[src/rtl/goertzel_band_level_meter_macros.svh]
// Assertion helpers
`ifndef GOERTZEL_BAND_LEVEL_METER_MACROS_SVH
`define GOERTZEL_BAND_LEVEL_METER_MACROS_SVH

// same-cycle implication
`define GBLM_ASSERT_IMPL(label, ck, rn, ante, cons) \
	label: assert property (@(posedge ck) disable iff (!rn) (ante) |-> (cons)) \
		else $error("assertion failed");

// next-cycle implication
`define GBLM_ASSERT_NEXT(label, ck, rn, ante, cons) \
	label: assert property (@(posedge ck) disable iff (!rn) (ante) |=> (cons)) \
		else $error("assertion failed");

`endif

[src/rtl/gblm_pkg.sv]
package gblm_pkg;

	function automatic int log2_q16_const(input longint unsigned x);
		int unsigned n;
		longint unsigned m;
		int frac;
		n = 0;
		while (n < 63 && (x >> (n + 1)) != 0)
			n++;
		m = (n >= 30) ? (x >> (n - 30)) : (x << (30 - n));
		frac = 0;
		for (int i = 0; i < 16; i++) begin
			m = (m * m) >> 30;
			frac = frac << 1;
			if (m >= (64'd1 << 31)) begin
				m = m >> 1;
				frac = frac | 1;
			end
		end
		return int'(n) * 65536 + frac;
	endfunction

	localparam int BAND_COUNT    = 16;
	localparam int BAND_W        = $clog2(BAND_COUNT);
	localparam int WINDOW_FRAMES = 1024;
	localparam int FRAME_W       = $clog2(WINDOW_FRAMES);
	localparam int MAX_CHANNELS  = 8;

	localparam int SAMPLE_W = 16;
	localparam int COEF_W   = 18;
	localparam int SUM_W    = 19;
	localparam int DATA_W   = 19;
	localparam int DELAY_W  = 40;
	localparam int LEVEL_W  = 16;

	localparam int CMD_DEPTH = 4;
	localparam int CMD_PTR_W = $clog2(CMD_DEPTH);

	localparam int RECIP_SHIFT = 22;
	localparam int RECIP_W     = 23;

	localparam int DB_PER_LOG2_Q16 = 394566;
	localparam int LOG2_WIN_Q16    = log2_q16_const(WINDOW_FRAMES);

	localparam logic [1:0] OP_SAMPLE = 2'd0;
	localparam logic [1:0] OP_COEF   = 2'd1;
	localparam logic [1:0] OP_CLEAR  = 2'd2;

	localparam logic [1:0] REG_CHANNEL_COUNT = 2'd0;
	localparam logic [1:0] REG_ATTACK_GAIN   = 2'd1;
	localparam logic [1:0] REG_RELEASE_GAIN  = 2'd2;
	localparam logic [1:0] REG_FLOOR_DB      = 2'd3;

	typedef enum logic [1:0] {
		CMD_FRAME,
		CMD_COEF,
		CMD_CLEAR
	} cmd_kind_t;

	typedef struct packed {
		cmd_kind_t                  kind;
		logic [BAND_W-1:0]          band;
		logic signed [DATA_W-1:0]   data;
	} cmd_t;

	typedef struct packed {
		logic [8:0] attack_gain;
		logic [8:0] release_gain;
		logic [6:0] floor_db;
	} cfg_t;

	typedef enum logic [4:0] {
		ST_IDLE,
		ST_RES_LO,
		ST_RES_HI,
		ST_RES_UPD,
		ST_LOAD,
		ST_NORM,
		ST_MUL_AA,
		ST_MUL_BB,
		ST_MUL_CA,
		ST_MUL_TB,
		ST_POWER,
		ST_LZ,
		ST_SQ,
		ST_SQ_ACC,
		ST_LA,
		ST_NUM,
		ST_DIV_SET,
		ST_DIV,
		ST_LEVEL,
		ST_SMOOTH,
		ST_EMIT
	} back_state_t;

	// ceil(2^22 / d), exact truncating divide for 19-bit magnitudes
	function automatic logic [RECIP_W-1:0] recip(input logic [3:0] d);
		logic [RECIP_W-1:0] r;
		unique case (d)
			4'd2:    r = 23'd2097152;
			4'd3:    r = 23'd1398102;
			4'd4:    r = 23'd1048576;
			4'd5:    r = 23'd838861;
			4'd6:    r = 23'd699051;
			4'd7:    r = 23'd599187;
			4'd8:    r = 23'd524288;
			default: r = 23'd4194304;
		endcase
		return r;
	endfunction

endpackage

[src/rtl/gblm_if.sv]
interface gblm_in_if;
	logic               valid;
	logic               ready;
	logic [1:0]         op;
	logic signed [15:0] sample_value;
	logic [3:0]         band_number;
	logic signed [17:0] coefficient_value;

	modport source (output valid, op, sample_value, band_number, coefficient_value,
		input ready);
	modport sink (input valid, op, sample_value, band_number, coefficient_value,
		output ready);
endinterface


[src/rtl/gblm_front.sv]
module gblm_front (
	input  logic           clk,
	input  logic           arst_n,
	input  logic [3:0]     channel_count,
	gblm_in_if.sink        sample_in,
	output gblm_pkg::cmd_t cmd,
	output logic           cmd_push,
	input  logic           cmd_full
);
	import gblm_pkg::*;

	logic                      valid_s1;
	cmd_kind_t                 kind_s1;
	logic [BAND_W-1:0]         band_s1;
	logic signed [COEF_W-1:0]  coef_s1;
	logic signed [SUM_W-1:0]   sum_s1;
	logic [3:0]                cnt_s1;

	logic signed [SUM_W-1:0]   mono_sum_q;
	logic [3:0]                chan_idx_q;

	logic                      accept;
	logic [3:0]                cnt;
	logic signed [SUM_W-1:0]   sum_next;
	logic [3:0]                idx_next;
	logic                      frame_done;
	logic [SUM_W-1:0]          mag;
	logic [SUM_W+RECIP_W-1:0]  quot_full;
	logic [SUM_W-1:0]          quot;
	logic signed [DATA_W-1:0]  mono;

	assign sample_in.ready = !valid_s1 || !cmd_full;
	assign accept          = sample_in.valid && sample_in.ready;
	assign cmd_push        = valid_s1 && !cmd_full;

	always_comb begin
		if (channel_count == 4'd0)
			cnt = 4'd1;
		else if (channel_count > 4'(MAX_CHANNELS))
			cnt = 4'(MAX_CHANNELS);
		else
			cnt = channel_count;
		sum_next   = mono_sum_q + SUM_W'(sample_in.sample_value);
		idx_next   = chan_idx_q + 4'd1;
		frame_done = idx_next >= cnt;
	end

	always_ff @(posedge clk or negedge arst_n) begin
		if (!arst_n) begin
			valid_s1   <= 1'b0;
			mono_sum_q <= '0;
			chan_idx_q <= '0;
		end else begin
			if (cmd_push)
				valid_s1 <= 1'b0;
			if (accept) begin
				unique case (sample_in.op)
					OP_SAMPLE: begin
						if (frame_done) begin
							valid_s1   <= 1'b1;
							mono_sum_q <= '0;
							chan_idx_q <= '0;
						end else begin
							mono_sum_q <= sum_next;
							chan_idx_q <= idx_next;
						end
					end
					OP_COEF: valid_s1 <= 1'b1;
					OP_CLEAR: begin
						valid_s1   <= 1'b1;
						mono_sum_q <= '0;
						chan_idx_q <= '0;
					end
					default: ;
				endcase
			end
		end
	end

	always_ff @(posedge clk) begin
		if (accept) begin
			band_s1 <= sample_in.band_number;
			coef_s1 <= sample_in.coefficient_value;
			sum_s1  <= sum_next;
			cnt_s1  <= cnt;
			unique case (sample_in.op)
				OP_COEF:  kind_s1 <= CMD_COEF;
				OP_CLEAR: kind_s1 <= CMD_CLEAR;
				default:  kind_s1 <= CMD_FRAME;
			endcase
		end
	end

	always_comb begin
		mag       = sum_s1[SUM_W-1] ? SUM_W'(-sum_s1) : SUM_W'(sum_s1);
		quot_full = (SUM_W+RECIP_W)'(mag) * (SUM_W+RECIP_W)'(recip(cnt_s1));
		quot      = quot_full[RECIP_SHIFT +: SUM_W];
		mono      = sum_s1[SUM_W-1] ? -$signed(quot) : $signed(quot);
		cmd.kind  = kind_s1;
		cmd.band  = band_s1;
		cmd.data  = (kind_s1 == CMD_FRAME) ? mono : DATA_W'(coef_s1);
	end

endmodule

[src/flat_wrapper.sv]
// flat-port wrapper written by rule: the top's interface ports become plain ports
module gblm_front_flat import gblm_pkg::*;
  (clk, arst_n, channel_count, cmd, cmd_push, cmd_full, sample_in_valid, sample_in_op, sample_in_sample_value, sample_in_band_number, sample_in_coefficient_value, sample_in_ready);
  gblm_in_if sample_in_i ();
  input  logic clk;
  input  logic arst_n;
  input  logic [3:0] channel_count;
  output gblm_pkg::cmd_t cmd;
  output logic cmd_push;
  input  logic cmd_full;
  input wire logic [$bits(sample_in_i.valid)-1:0] sample_in_valid;
  input wire logic [$bits(sample_in_i.op)-1:0] sample_in_op;
  input wire logic [$bits(sample_in_i.sample_value)-1:0] sample_in_sample_value;
  input wire logic [$bits(sample_in_i.band_number)-1:0] sample_in_band_number;
  input wire logic [$bits(sample_in_i.coefficient_value)-1:0] sample_in_coefficient_value;
  output wire logic [$bits(sample_in_i.ready)-1:0] sample_in_ready;
  assign sample_in_i.valid = sample_in_valid;
  assign sample_in_i.op = sample_in_op;
  assign sample_in_i.sample_value = sample_in_sample_value;
  assign sample_in_i.band_number = sample_in_band_number;
  assign sample_in_i.coefficient_value = sample_in_coefficient_value;
  assign sample_in_ready = sample_in_i.ready;
  gblm_front u_core (.clk(clk), .arst_n(arst_n), .channel_count(channel_count), .sample_in(sample_in_i), .cmd(cmd), .cmd_push(cmd_push), .cmd_full(cmd_full));
endmodule
[config.mk]
export PLATFORM = sky130hd
export DESIGN_NAME = gblm_front_flat
export DESIGN_NICKNAME = d
export VERILOG_FILES = /design/src/rtl/goertzel_band_level_meter_macros.svh /design/src/rtl/gblm_pkg.sv /design/src/rtl/gblm_if.sv /design/src/rtl/gblm_front.sv /design/src/flat_wrapper.sv
export SDC_FILE = /design/constraint.sdc
export NUM_CORES = 1
export LEC_CHECK = 0
export BUFFER_PORTS_ARGS = -buffer_cell sky130_fd_sc_hd__buf_4
export CORE_UTILIZATION = 32
export CTS_BUF_LIST = sky130_fd_sc_hd__clkbuf_16
export CTS_CLUSTER_SIZE = 14
export DETAILED_ROUTE_END_ITERATION = 12
export GPL_ROUTABILITY_DRIVEN = 0
export PLACE_DENSITY_LB_ADDON = 0.25
export REMOVE_ABC_BUFFERS = 1
export SYNTH_ARGS = -nofsm -noshare
export SYNTH_HDL_FRONTEND = slang
export SYNTH_SLANG_ARGS = --single-unit
export TNS_END_PERCENT = 20
[constraint.sdc]
create_clock -name clk -period 12.7 [get_ports clk]
set_clock_uncertainty 0.05 [all_clocks]
set_input_delay 0.635 -clock clk [delete_from_list [all_inputs] [get_ports clk]]
set_output_delay 0.635 -clock clk [all_outputs]
set_load 0.05 [all_outputs]
; After elaboration in Yosys (flattened, before gate mapping)
; Index checks and enable logic that the tools add are counted.
[totals]
wordCells = 50
ff_bits = 71
out_inout_bits = 27
[op_classes]
muxes = 15
order_cmp = 2
n_eq_ne = 9
reduce_logical = 11
multipliers = 1
addsub = 4
[op_table]
columns = cell, n
row1 = 23-bit case mux with 7 select lines, 1
row2 = 19-bit 2-to-1 mux, 4
row3 = 19-bit by 23-bit multiplier with 41-bit output, 1
row4 = 19-bit negation, 2
row5 = 19-bit case mux with 2 select lines, 1
row6 = 19-bit by 16-bit adder with 19-bit output, 1
row7 = 4-bit by 3-bit equality test with 1-bit output (second input constant), 4
row8 = 4-bit 2-to-1 mux, 3
row9 = 4-bit by 2-bit equality test with 1-bit output (second input constant), 2
row10 = 4-bit case mux with 2 select lines, 1
row11 = 4-bit by 1-bit adder with 4-bit output (second input constant), 1
row12 = 4-bit equality test (second input constant), 1
row13 = 4-bit greater-or-equal comparator, 1
row14 = 4-bit greater-than comparator (second input constant), 1
row15 = 2-bit logical NOT, 2
row16 = 4-bit logical NOT, 1
row17 = 2-bit case mux with 2 select lines, 1
row18 = 1-bit 2-to-1 mux, 3
row19 = 2-bit by 1-bit equality test with 1-bit output (second input constant), 1
row20 = 2-bit equality test (second input constant), 1
row21 = 1-bit logical AND, 2
row22 = 1-bit logical NOT, 2
row23 = 1-bit case mux with 2 select lines, 1
row24 = 2-bit AND reduction, 1
row25 = 3 further kinds, 3

; Depth between registers and ports, before layout
[depth]
ltp_word = 7
ltp_mapped = 34

; Worst setup path after synthesis
; No wires, ideal clock.
[synth_timing]
kind = reg-to-output
startpoint = reg u_core.sum_s1[6]
endpoint = out cmd[17] (netlist name)
stages_incl_launch_ff = 28
required_ns = 12.015
t_arrival_ns = 9.425
path_slack_ns = 2.590
path_cell_list = edfxtp_1 or4_1 or2_2 o41ai_1 xnor2_1 nand2_1 fa_1 inv_1 fa_1 fa_1 fa_1 fa_1 inv_1 fa_1 inv_1 ha_1 clkbuf_1 nand4_1 or3_1 a211oi_2 nor3_1 or3_4 or2_0 a21o_1 or4_4 or4_1 a21o_1 a31oi_1
[synth_lines]
columns = item, line
row1 = from (decl), gblm_front.sv:16  ; logic signed [SUM_W-1:0] sum_s1;
row2 = from (signal assigned), gblm_front.sv:84  ; sum_s1 <= sum_next;
row3 = to (decl), flat_wrapper.sv:8  ; output gblm_pkg::cmd_t cmd;

==> run metrics <==
Worst EP arrival=11.07 ns; HPWL after detailed placement=45040 um; Antenna Nets Post-Route=0; Primary FF master, synth=edfxtp_1; IO buf count=74; Die Span X=231.2 um; Slew Viols, Final=0; CTS Sinks=71; DR vias/cell=4.913; # nets final=2435; Setup Buffers After CTS=0; Post-synth EDFFs=47; distinct cell type count after synthesis=62; RSZ-0062 raised after global routing=no; row cnt=83; largest net degree at the start of global routing=48; CTS tree=done; H-tree levels=3; Period minus WS final=11.76 ns; Worst R2R Path Depth=14; grt ovf=0; final setup fails=0; I/O pin total=75; Clock Pin Slew Worst Setup and Hold Paths=0.06 ns; Starting Density=32.56%; core region area=51610 um2; ratio of final minimum period to clock period=92.59%; Max FO, Critical Path=8; drt pass-1 iters=6; critical path's largest stage delay=0.82 ns; CP Capture Type=output pin; Die ar.=53430 um2; Worst path most repeated cell=fa_1; clock latency reported for the late side of the worst-skew pair=0.34 ns; Worst-Margin Slew=1.394 ns; Yosys warning count=0; critical path type=flip-flop to output pin; via count=12705; gr usage total=20.07%; Antenna Cells=0; Setup TNS=0 ns; Yosys reg bits=71; Layout fillers=5262; Routed WL=51370 um; Post-Syn Area per Cell=9.148 um2; Max Root-Sink Buffers=2; slew margin rel.=6.691%; CTS buffer count=9; initial antenna violation count=0; Root Buffer=clkbuf_16; drt wl/cell=19.86 um; share of cells above drive strength 1=6.348%; first-pass GRT wire length=79800 um; post-synthesis cell area=16800 um2; Area Growth Syn to Fin=9.895%; Crit path required time=12.02 ns; DRC viols=0; vias in the first global route=13781; Syn Inst Count=1837; critical path's slowest cell=xor2_1; Final Hold Fails=0; Maximum Capacitance Violations=0; HP Class=primary input to asynchronous set/reset pin; hold buffer count at cts=0; PostCTS Resize Cnt=0; die height=231.2 um; initial DRC count=1020; sequential area share after synthesis=11.97%; FMAX=85.04 MHz; status=completed; Startpoint Class=flip-flop; fraction of registers with async set/reset=33.80%
[sequential cells by signal (all words and copies together) (netlist names)]
register           flops
u_core.mono_sum_q     19
u_core.sum_s1         19
u_core.coef_s1        18
u_core.band_s1         4
u_core.chan_idx_q      4
u_core.cnt_s1          4
u_core.kind_s1         2
u_core.valid_s1        1
[placed cells by master, fill, tap and decap left out, types with 10 or more instances in the layout]
| cell | n |
|---|---|
| ha_1 | 149 |
| edfxtp_1 | 47 |
| a31oi_1 | 13 |
| or3_1 | 14 |
| nand2b_1 | 12 |
| nor2_1 | 159 |
| nor3_1 | 23 |
| a22o_1 | 21 |
| inv_1 | 471 |
| nand2_1 | 189 |
| a21o_1 | 25 |
| xor2_1 | 32 |
| a21oi_1 | 49 |
| nand3_1 | 14 |
| buf_4 | 92 |
| dfrtp_1 | 24 |
| o21bai_1 | 10 |
| o21ai_0 | 45 |
| fa_1 | 337 |
| xnor2_1 | 59 |
[final timing paths]
path	from	to	slack (ns)
min in group clk	sample_in_coefficient_value[0]	u_core.coef_s1[0]$_DFFE_PP_	0.41
worst min-delay path	arst_n	u_core.mono_sum_q[14]$_DFFE_PN0P_	0.15
worst min register to register	u_core.mono_sum_q[12]$_DFFE_PN0P_	u_core.mono_sum_q[12]$_DFFE_PN0P_	0.46
worst max-delay path	u_core.sum_s1[0]$_DFFE_PP_	cmd[17]	0.94
worst max register to register	u_core.mono_sum_q[0]$_DFFE_PN0P_	u_core.sum_s1[18]$_DFFE_PP_	8.87
max in group asynchronous	arst_n	u_core.chan_idx_q[2]$_DFFE_PN0P_	12.15
[cells in the mapped netlist, types with 3 or more instances]
library cell,n,area share (%)
a211oi_1,6,0.27
xor2_1,32,1.7
a21o_1,25,1.1
ha_1,149,11
o21bai_1,10,0.45
clkbuf_1,33,0.74
buf_2,3,0.089
or4_1,5,0.22
edfxtp_1,47,8.4
o41ai_1,5,0.26
inv_1,468,10
a31oi_1,13,0.48
nand3_1,14,0.42
and2_1,8,0.30
xnor2_1,59,3.1
o21ai_1,4,0.12
dfrtp_1,24,3.6
or2_2,3,0.11
nand2_1,189,4.2
fa_1,337,40
nand4_1,9,0.34
o21ai_0,45,1.3
a22o_1,21,1.1
nor4_1,4,0.15
nor3_1,25,0.74
a21oi_1,49,1.5
nand2b_1,12,0.45
o21a_1,4,0.18
nor2b_1,9,0.34
and3_1,6,0.22
nor2_1,159,3.6
mux2i_1,4,0.24
or3_1,14,0.52
o31ai_1,6,0.27
[area by class of cell]
cell class	instances	area (um2)	share of cell area, %
multi-input combinational	1258	12890	69.82
sequential	71	2012	10.89
clock buffer	9	225.2	1.220
clock inverter	7	33.78	0.1829
tap	680	850.8	4.607
timing repair buffer	92	690.7	3.740
inverter	469	1760	9.533
[metal layers]
layer  routed length, um  global-route usage [%]
met1               21170                   26.01
met2               23930                   32.70
met3                4284                   4.466
met4                1990                   7.388
met5                   0                       0
[through the flow]
stage / worst slack, ns / instances / cell area, um2 / util (%) / hold slack (ns)
2_1_floorplan: 2.704 / 1798 / 16650 / - / 0.2894
3_3_place_gp: 1.466 / 2570 / 18210 / 35.28 / 0.4424
3_5_place_dp: 1.442 / 2570 / 18210 / 35.28 / 0.4484
4_1_cts: 1.003 / 2586 / 18470 / 35.78 / 0.1550
5_1_grt: 0.5723 / 2586 / 18470 / 35.78 / 0.1698
6_report: 0.9405 / 2586 / 18470 / 35.78 / 0.1524
[worst max-delay path: cells and delay by family, from the launching register on]
family,cells,cell delay (ns)
compound gates,11,3.61
flops,1,0.50
fa+ha+maj,7,3.40
buf+inv,5,0.45
xor+xnor,1,0.82
simple gates,6,1.91
[cell families after synthesis]
| family | Yosys count | synth area share (%) |
|---|---|---|
| AOI/OAI and AO/OA | 203 | 7.810 |
| xor gates and xnor gates | 91 | 4.743 |
| adders and majority gates | 486 | 51.24 |
| buffers and inverters | 508 | 11.39 |
| DFF | 71 | 11.97 |
| muxes | 6 | 0.3723 |
| and+or+nand+nor | 472 | 12.47 |
Power is left out: the tool's default activity adds up to more than one toggle a clock period on the data nets, which glitch-free logic cannot reach.
