$ cat src/rtl/goertzel_band_level_meter_macros.svh
// Assertion helpers
`ifndef GOERTZEL_BAND_LEVEL_METER_MACROS_SVH
`define GOERTZEL_BAND_LEVEL_METER_MACROS_SVH

// same-cycle implication
`define GBLM_ASSERT_IMPL(label, ck, rn, ante, cons) \
	label: assert property (@(posedge ck) disable iff (!rn) (ante) |-> (cons)) \
		else $error("assertion failed");

// next-cycle implication
`define GBLM_ASSERT_NEXT(label, ck, rn, ante, cons) \
	label: assert property (@(posedge ck) disable iff (!rn) (ante) |=> (cons)) \
		else $error("assertion failed");

`endif

$ cat src/rtl/gblm_pkg.sv
package gblm_pkg;

	function automatic int log2_q16_const(input longint unsigned x);
		int unsigned n;
		longint unsigned m;
		int frac;
		n = 0;
		while (n < 63 && (x >> (n + 1)) != 0)
			n++;
		m = (n >= 30) ? (x >> (n - 30)) : (x << (30 - n));
		frac = 0;
		for (int i = 0; i < 16; i++) begin
			m = (m * m) >> 30;
			frac = frac << 1;
			if (m >= (64'd1 << 31)) begin
				m = m >> 1;
				frac = frac | 1;
			end
		end
		return int'(n) * 65536 + frac;
	endfunction

	localparam int BAND_COUNT    = 16;
	localparam int BAND_W        = $clog2(BAND_COUNT);
	localparam int WINDOW_FRAMES = 1024;
	localparam int FRAME_W       = $clog2(WINDOW_FRAMES);
	localparam int MAX_CHANNELS  = 8;

	localparam int SAMPLE_W = 16;
	localparam int COEF_W   = 18;
	localparam int SUM_W    = 19;
	localparam int DATA_W   = 19;
	localparam int DELAY_W  = 40;
	localparam int LEVEL_W  = 16;

	localparam int CMD_DEPTH = 4;
	localparam int CMD_PTR_W = $clog2(CMD_DEPTH);

	localparam int RECIP_SHIFT = 22;
	localparam int RECIP_W     = 23;

	localparam int DB_PER_LOG2_Q16 = 394566;
	localparam int LOG2_WIN_Q16    = log2_q16_const(WINDOW_FRAMES);

	localparam logic [1:0] OP_SAMPLE = 2'd0;
	localparam logic [1:0] OP_COEF   = 2'd1;
	localparam logic [1:0] OP_CLEAR  = 2'd2;

	localparam logic [1:0] REG_CHANNEL_COUNT = 2'd0;
	localparam logic [1:0] REG_ATTACK_GAIN   = 2'd1;
	localparam logic [1:0] REG_RELEASE_GAIN  = 2'd2;
	localparam logic [1:0] REG_FLOOR_DB      = 2'd3;

	typedef enum logic [1:0] {
		CMD_FRAME,
		CMD_COEF,
		CMD_CLEAR
	} cmd_kind_t;

	typedef struct packed {
		cmd_kind_t                  kind;
		logic [BAND_W-1:0]          band;
		logic signed [DATA_W-1:0]   data;
	} cmd_t;

	typedef struct packed {
		logic [8:0] attack_gain;
		logic [8:0] release_gain;
		logic [6:0] floor_db;
	} cfg_t;

	typedef enum logic [4:0] {
		ST_IDLE,
		ST_RES_LO,
		ST_RES_HI,
		ST_RES_UPD,
		ST_LOAD,
		ST_NORM,
		ST_MUL_AA,
		ST_MUL_BB,
		ST_MUL_CA,
		ST_MUL_TB,
		ST_POWER,
		ST_LZ,
		ST_SQ,
		ST_SQ_ACC,
		ST_LA,
		ST_NUM,
		ST_DIV_SET,
		ST_DIV,
		ST_LEVEL,
		ST_SMOOTH,
		ST_EMIT
	} back_state_t;

	// ceil(2^22 / d), exact truncating divide for 19-bit magnitudes
	function automatic logic [RECIP_W-1:0] recip(input logic [3:0] d);
		logic [RECIP_W-1:0] r;
		unique case (d)
			4'd2:    r = 23'd2097152;
			4'd3:    r = 23'd1398102;
			4'd4:    r = 23'd1048576;
			4'd5:    r = 23'd838861;
			4'd6:    r = 23'd699051;
			4'd7:    r = 23'd599187;
			4'd8:    r = 23'd524288;
			default: r = 23'd4194304;
		endcase
		return r;
	endfunction

endpackage

$ cat src/rtl/gblm_cmd_fifo.sv
module gblm_cmd_fifo (
	input  logic           clk,
	input  logic           arst_n,
	input  logic           push,
	input  gblm_pkg::cmd_t din,
	output logic           full,
	input  logic           pop,
	output gblm_pkg::cmd_t dout,
	output logic           empty
);
	import gblm_pkg::*;

	cmd_t                 mem_q [CMD_DEPTH];
	logic [CMD_PTR_W-1:0] wr_q;
	logic [CMD_PTR_W-1:0] rd_q;
	logic [CMD_PTR_W:0]   cnt_q;

	assign full  = cnt_q == (CMD_PTR_W+1)'(CMD_DEPTH);
	assign empty = cnt_q == '0;
	assign dout  = mem_q[rd_q];

	always_ff @(posedge clk or negedge arst_n) begin
		if (!arst_n) begin
			wr_q  <= '0;
			rd_q  <= '0;
			cnt_q <= '0;
		end else begin
			if (push)
				wr_q <= wr_q + 1'b1;
			if (pop)
				rd_q <= rd_q + 1'b1;
			if (push && !pop)
				cnt_q <= cnt_q + 1'b1;
			else if (pop && !push)
				cnt_q <= cnt_q - 1'b1;
		end
	end

	always_ff @(posedge clk) begin
		if (push)
			mem_q[wr_q] <= din;
	end

endmodule

$ cat config.mk
export PLATFORM = sky130hd
export DESIGN_NAME = gblm_cmd_fifo
export DESIGN_NICKNAME = d
export VERILOG_FILES = /design/src/rtl/goertzel_band_level_meter_macros.svh /design/src/rtl/gblm_pkg.sv /design/src/rtl/gblm_cmd_fifo.sv
export SDC_FILE = /design/constraint.sdc
export NUM_CORES = 1
export LEC_CHECK = 0
export ABC_AREA = 1
export BUFFER_PORTS_ARGS = -buffer_cell sky130_fd_sc_hd__buf_2
export CAP_MARGIN = 20
export CORE_MARGIN = 5
export CORE_UTILIZATION = 25
export DETAILED_ROUTE_END_ITERATION = 10
export MAX_ROUTING_LAYER = met4
export PLACE_DENSITY = 0.43
export SYNTH_ARGS = -nofsm -noshare
export SYNTH_HDL_FRONTEND = slang
export SYNTH_SLANG_ARGS = --single-unit
export TNS_END_PERCENT = 5
$ cat constraint.sdc
create_clock -name clk -period 1.7 [get_ports clk]
set_input_delay 0.17 -clock clk [delete_from_list [all_inputs] [get_ports clk]]
set_output_delay 0.17 -clock clk [all_outputs]
set_load 0.03 [all_outputs]
# Word level (Yosys, flattened, before mapping)
# Memories as Yosys holds them, arrays and structs flattened.
# Index checks and enable logic that the tools add are counted.
[word_totals]
register_bits = 7
mem_bits_rw = 100
output_inout_bits = 27
word_cells = 19
memories = 1
[classes]
addsub = 4
n_eq_ne = 1
muxes = 4
reduce_logical = 6
[memory_table]
columns = ["memory", "depth", "word_bits", "read_ports", "rd_clocked_by_memory_dff", "write_ports", "line", "rtl"]
rows = [
  ["mem_q", 4, 25, 1, 0, 1, "gblm_cmd_fifo.sv:13", "cmd_t mem_q [CMD_DEPTH];"],
]
[op_table]
columns = ["operator", "n"]
rows = [
  ["$mux W3", 2],
  ["$add A2 B1 Y2 const B", 2],
  ["$add A3 B1 Y3 const B", 1],
  ["$eq A3 B3 Y1 const B", 1],
  ["$logic_not A3 Y1", 1],
  ["$sub A3 B1 Y3 const B", 1],
  ["$logic_and A1 B1 Y1", 2],
  ["$logic_not A1 Y1", 2],
  ["$mux W1", 2],
  ["$reduce_bool A2 Y1", 1],
]

# Longest topological paths before layout
# Gate-level depths: netlist of run 1.
[logic_depth]
ltp_word = 4
ltp_mapped = 9

# Worst setup path after synthesis of run 1
# OpenSTA, ideal clock, no wires.
[synth_timing]
kind = "register -> register"
startpoint = "register wr_q[0]"
endpoint = "memory mem_q[0][0] (netlist bit), enable pin"
setup_ps = 380
arrival_ps = 1171
t_required_ps = 1320
path_slack_ps = 150
stages_incl_launch_ff = 5
path_buffers = 0
synth_period_minus_slack_ps = 1550
path_cell_list = "dfrtp_1 inv_1 ha_1 nand2_1 inv_1"
[synth_lines]
columns = ["item", "line", "rtl"]
rows = [
  ["start: declaration", "gblm_cmd_fifo.sv:14", "logic [CMD_PTR_W-1:0] wr_q;"],
  ["start signal: assignment", "gblm_cmd_fifo.sv:29", "wr_q <= wr_q + 1'b1;"],
  ["end: declaration", "gblm_cmd_fifo.sv:13", ""],
]
# Straight into the memory's write port.

==> metrics.yaml, run 1 <==
status: "finished with violations"
violations: "setup timing"
route.detailed.drc: 0
die-width_um: 142
hold_end: "mem_q[2][5]"
r2r_cells: 5
synth_ff_type: "edfxtp_1"
finalSetupViolCount: 24
clkTransAtPathRegs_ps: 70
yosysMostFrequentCell: "edfxtp_1"
syn_to_final_growth_pct: 25.3
startpoint_type: "register"
rsz0062_at_grt: "true"
p_leak_nw: 2.21
synth.top_cells.by_count: "edfxtp_1, nand2_1, inv_1, o211ai_1, buf_2"
drive_gt1_share_pct: 20.7
grt_pass1_wl_um: 14400
fill_cells: 1697
arrival_ps: 1620
nets: 436
dieArea_mm2: 0.0202
cts_made_buffers: 9
initial_core_util_pct: 25.4
vias: 2563
grt_max_degree: 52
drt-initial-drc-count: 120
path_class: "register to output pin"
cts_buffer_depth: 2
drv_slew: 0
wl_um: 9480
ios: 56
port_buffers: 55
multi_input_area_um2: 852
fin_util_pct: 31.8
syn_nets: 374
placed_cells: 611
worstHoldPathCells: 1
post-route-min-period_ps: 1790
synth_seq_cells: 107
p_sw_mw: 4.00
wl_per_cell_um: 15.0
cap_violations: 0
post_cts_buffers: 0
fmax_ghz: 0.560
power.internal_mw: 6.38
hold_viol: 0
fin_ws_ps: -85.2
postRouteAntennaNets: 0
synthDominantCellAreaShare_pct: 68.7
synth_area_mm2: 0.00437
min_path_type: "input port to register"
hpwl_um: 5630
p_comb_share_pct: 44.8
numClockSinks: 107
synth_area_leader_cell: "edfxtp_1"
ir_worst_vdd_uv: 770
grt_use_total_pct: 9.90
fin_cells: 632
fin_tns_setup_ps: -678
die_h_um: 142
power_density_mw_per_mm2: 1900
power_frac_clock_pct: 19.7
worstPathMaxFanout: 13
synth_warnings: 0
cts_tree: "built"
p_sw_share_pct: 38.5
seq_area_mm2: 0.00318
worstReg2RegStart: "wr_q[0]"
worst_slew_pin_slew_ps: 344
row_count: 48
gp_congestion: 0.681
grt_overflow: 0
clock_latency_ps: 340
place_ws_ps: 240
r2r-end: "mem_q[2][14]"
finClkSkew_ps: 3.17
synthCells: 339
min_period_over_period_pct: 105
slew_headroom_pct: 77.1
grt_pass1_vias: 2556
end_kind: "output pin"
synth_edf_count: 100
synth_cell_type_count: 18
ff2ff_setup_slack_ps: 310
hold_start: "din[5]"
cts_root_buf: "clkbuf_16"
avgViaCountPerCell: 4.06
antenna_found_initial: 1
netlist_top_cells_area: "edfxtp_1, o211ai_1, nand2_1"
seqPwrFrac_pct: 35.5
holdWs_ps: 37.9
async_flop_share_pct: 6.54
htree_num_levels: 3
required_ps: 1530
synth.avg_cell_area_um2: 12.9
drt-pass1-iter-count: 4
core_area_mm2: 0.0172
ys_seq_area_share_pct: 72.7
## final cells by class
class / instances / share of cell area (%)
antenna: 1 / 0.0457
clock buffer: 9 / 4.11
clock inverter: 7 / 1.21
inverter: 62 / 4.29
multi-input combinational: 153 / 15.6
sequential: 107 / 58.1
tap: 225 / 5.14
timing repair buffer: 68 / 11.6
## cells in the final DEF (no fill, tap or decap), drive strengths merged
| master | synthesis | layout |
|---|---|---|
| clkinv | 0 | 3 |
| nand4 | 1 | 1 |
| nand3 | 1 | 1 |
| dlygate4sd3 | 0 | 1 |
| dfrtp | 7 | 7 |
| inv | 62 | 63 |
| clkinvlp | 0 | 2 |
| o211ai | 50 | 50 |
| nand2 | 88 | 88 |
| xnor2 | 1 | 1 |
| ha | 5 | 5 |
| fa | 1 | 1 |
| buf | 16 | 66 |
| xor2 | 3 | 3 |
| nor3 | 2 | 2 |
| bufinv | 0 | 1 |
| clkbuf | 1 | 10 |
| o21ai | 1 | 1 |
| edfxtp | 100 | 100 |
| diode | 0 | 1 |
## routing by layer
metal | vias to the layer above | share of wire, % | track usage (%)
met5 | - | 0 | -
met4 | 0 | 1.7 | 4.09
met3 | 11 | 4.4 | 2.32
met2 | 46 | 49 | 15.7
met1 | 1219 | 45 | 12.2
li1 | 1287 | - | -
## how the worst max path moves through the flow
stage / from / endpoint / slack [ps] / cells past startpoint
CTS: rd_q[0] / dout[15] / -90 / 4
detailed placement: rd_q[0] / dout[15] / 240 / 4
global route: rd_q[0] / dout[19] / -170 / 4
finish: rd_q[0] / dout[15] / -90 / 4
floorplan: wr_q[0] / mem_q[0][0] / 150 / 4
global placement: rd_q[0] / dout[15] / 240 / 4
## worst max-delay path, cell delays in order (launching register included)
cell	delay (ps)
dfrtp_4	560
buf_16	180
o211ai_1	270
nand2_1	110
buf_6	150
## kinds of logic (layout without fill, tap and decap cells)
family / count (synthesis) / count (layout) / synth area share [%]
AO/OA/AOI/OAI: 51 / 51 / 8.70
AND/OR/NAND/NOR: 92 / 92 / 8.04
adder cells (fa/ha/maj): 6 / 6 / 1.89
XOR/XNOR: 4 / 4 / 0.802
buffers and inverters: 79 / 146 / 7.84
other: 0 / 1 / 0
flip-flops: 107 / 107 / 72.7
## power groups by stage
stage | registers [mW] | logic [mW] | clock network, mW
6_report | 3.69 | 4.65 | 2.04
5_1_grt | 3.73 | 5.07 | 2.21
4_1_cts | 3.68 | 4.67 | 2.11
3_5_place_dp | 3.71 | 3.90 | 0
3_3_place_gp | 3.69 | 3.86 | 0
2_1_floorplan | 3.65 | 2.75 | 0
## state kept, by name, summed over array words and instances (netlist names)
name	flops
cnt_q	3
rd_q	2
wr_q	2
mem_q	100
## stage by stage
stage               area [um2]  power, mW
global route              5480       11.0
global placement          4940       7.55
CTS                       5440       10.5
floorplan                 4370       6.40
finish                    5480       10.4
detailed placement        4940       7.60
## timing repair
| item | 4_1_cts | 5_1_grt |
|---|---|---|
| endpoints found under the hold margin | 7 | 0 |
| endpoints found under the setup margin | 25 | 25 |
| hold buffers | 1 | 0 |
| pin swaps | 31 | 10 |
| gates cloned | 2 | 1 |
| gates resized for setup | 46 | 4 |
Note: power is estimated with default switching activity, not from simulation.
==> run 2: changes to the inputs <==
--- a/config.mk
+++ b/config.mk
@@ -8,7 +8,7 @@
 export ABC_AREA = 1
 export BUFFER_PORTS_ARGS = -buffer_cell sky130_fd_sc_hd__buf_2
 export CAP_MARGIN = 20
-export CORE_MARGIN = 5
+export CORE_MARGIN = 8
 export CORE_UTILIZATION = 25
 export DETAILED_ROUTE_END_ITERATION = 10
 export MAX_ROUTING_LAYER = met4
==> constraint.sdc (replaced) <==
create_clock -name clk -period 2.06 [get_ports clk]
set_input_delay 0.206 -clock clk [delete_from_list [all_inputs] [get_ports clk]]
set_output_delay 0.206 -clock clk [all_outputs]
set_load 0.03 [all_outputs]
==> run 2 against run 1 <==
Compared with the run above: the run now ends clean; sequential power shrank 16%; die area grew 8.6%; clock skew increased by 6.5 ps; critical path type unchanged; largest cell class unchanged.
==> metrics.yaml, run 2 (same netlist as run 1, synthesis figures left out) <==
gp_congestion: 0.659
grt_max_degree: 41
initial_core_util_pct: 25.4
p_leak_nw: 2.15
syn_to_final_growth_pct: 20.4
drive_gt1_share_pct: 21.1
min_period_over_period_pct: 92.3
rsz0062_at_grt: "false"
top_regs: "mem_q x100, cnt_q x3"
clock_latency_ps: 350
cts_tree: "built"
wl_um: 9210
fmax_ghz: 0.526
post-route-min-period_ps: 1900
largest-register: "mem_q"
grt_pass1_wl_um: 14300
nets: 437
startpoint_type: "register"
cts_buffer_depth: 2
path_class: "register to output pin"
hpwl_um: 6090
port_buffers: 55
drv_slew: 0
cts_root_buf: "clkbuf_16"
finClkSkew_ps: 9.70
power_density_mw_per_mm2: 1500
final_common_cell: "edfxtp_1"
slew_headroom_pct: 75.7
final_cell_mix: "edfxtp_1, nand2_1, inv_1"
dieArea_mm2: 0.0220
finalSetupViolCount: 0
numClockSinks: 107
largest_reg_flops: 100
ir_worst_vdd_uv: 488
drt-pass1-iter-count: 4
die-width_um: 148
fin_util_pct: 30.6
avgViaCountPerCell: 4.05
drt-initial-drc-count: 143
grt_pass1_vias: 2567
route.detailed.drc: 0
die_h_um: 148
end_kind: "output pin"
ios: 56
hold_viol: 0
grt_use_total_pct: 9.02
worst_slew_pin_slew_ps: 364
clkTransAtPathRegs_ps: 80
fin_tns_setup_ps: 0
row_count: 48
cts_made_buffers: 9
cap_violations: 0
arrival_ps: 1690
postRouteAntennaNets: 0
core_area_mm2: 0.0172
worstPathMaxFanout: 40
min_path_type: "input port to register"
required_ps: 1850
grt_overflow: 0
status: "finished, final reports clean"
vias: 2558
htree_num_levels: 3
diodes: 0
wl_per_cell_um: 14.6
antenna_found_initial: 0
## run 2: changes by cell type in the layout (fill, tap and decap cells not counted), sizes merged
cell / delta
buf: +2
clkbuf: -1
clkinv: +3
clkinvlp: -2
diode: -1
inv: -1
## run 2: worst max-delay path: stages (launching register included)
cell and delay, ps:
dfrtp_4 620, buf_12 220, o211ai_1 190, nand2_1 100, buf_2 190
## run 2: worst paths after layout
kind,cells after the start,slack [ps],endpoint,startpoint
setup / recovery,4,160,dout[23],rd_q[0]
hold / removal,1,70,mem_q[3][10],din[10]
setup reg to reg,5,600,mem_q[0][15],wr_q[0]
hold reg to reg,2,500,cnt_q[2],cnt_q[2]
max in group asynchronous,2,1640,rd_q[0],arst_n
min in group asynchronous,2,230,rd_q[0],arst_n
## run 2: timing repair
| action | CTS | global route |
|---|---|---|
| hold buffers | 1 | 0 |
| endpoints found under the hold margin | 7 | 0 |
| buffers inserted | 0 | 0 |
| endpoints found under the setup margin | 0 | 0 |
| resized for setup | 0 | 0 |
## run 2: metal layers
metal  up-vias  track usage [%]  wire length, um  part of all wire (%)
li1       1288                -                -                     -
met1      1216             10.5             4340                    47
met2        42             14.5             4380                    48
met3        12             2.07              306                   3.3
met4         0             4.44              185                   2.0
met5         -                -                0                     0
## run 2: layout make-up
| cell class | count | area [um2] |
|---|---|---|
| clock buffers | 9 | 225 |
| clock inverters | 7 | 78.8 |
| fillers | 1769 | 11900 |
| inverters | 62 | 235 |
| multi-input cells | 153 | 850 |
| flip-flops and latches | 107 | 3180 |
| well taps | 225 | 282 |
| repair buffers | 69 | 408 |
## run 2: metrics by stage
stage	setup slack [ps]	cell area, um2	hold WS, ps	std cells	total power, mW
2_1_floorplan	510	4370	-89.6	339	5.29
3_3_place_gp	540	4950	68.1	615	6.28
3_5_place_dp	531	4950	68.6	615	6.31
4_1_cts	134	5260	52.5	632	8.06
5_1_grt	55.1	5260	58.0	632	8.39
6_report	159	5260	66.9	632	7.88
## run 2: report_power, final
group	switching, mW	leakage [nW]	total (mW)	internal, mW
logic	2.15	0.996	3.07	0.919
clock network	0.769	0.150	1.72	0.950
registers	0.226	1.00	3.09	2.86
total	3.15	2.15	7.88	4.73
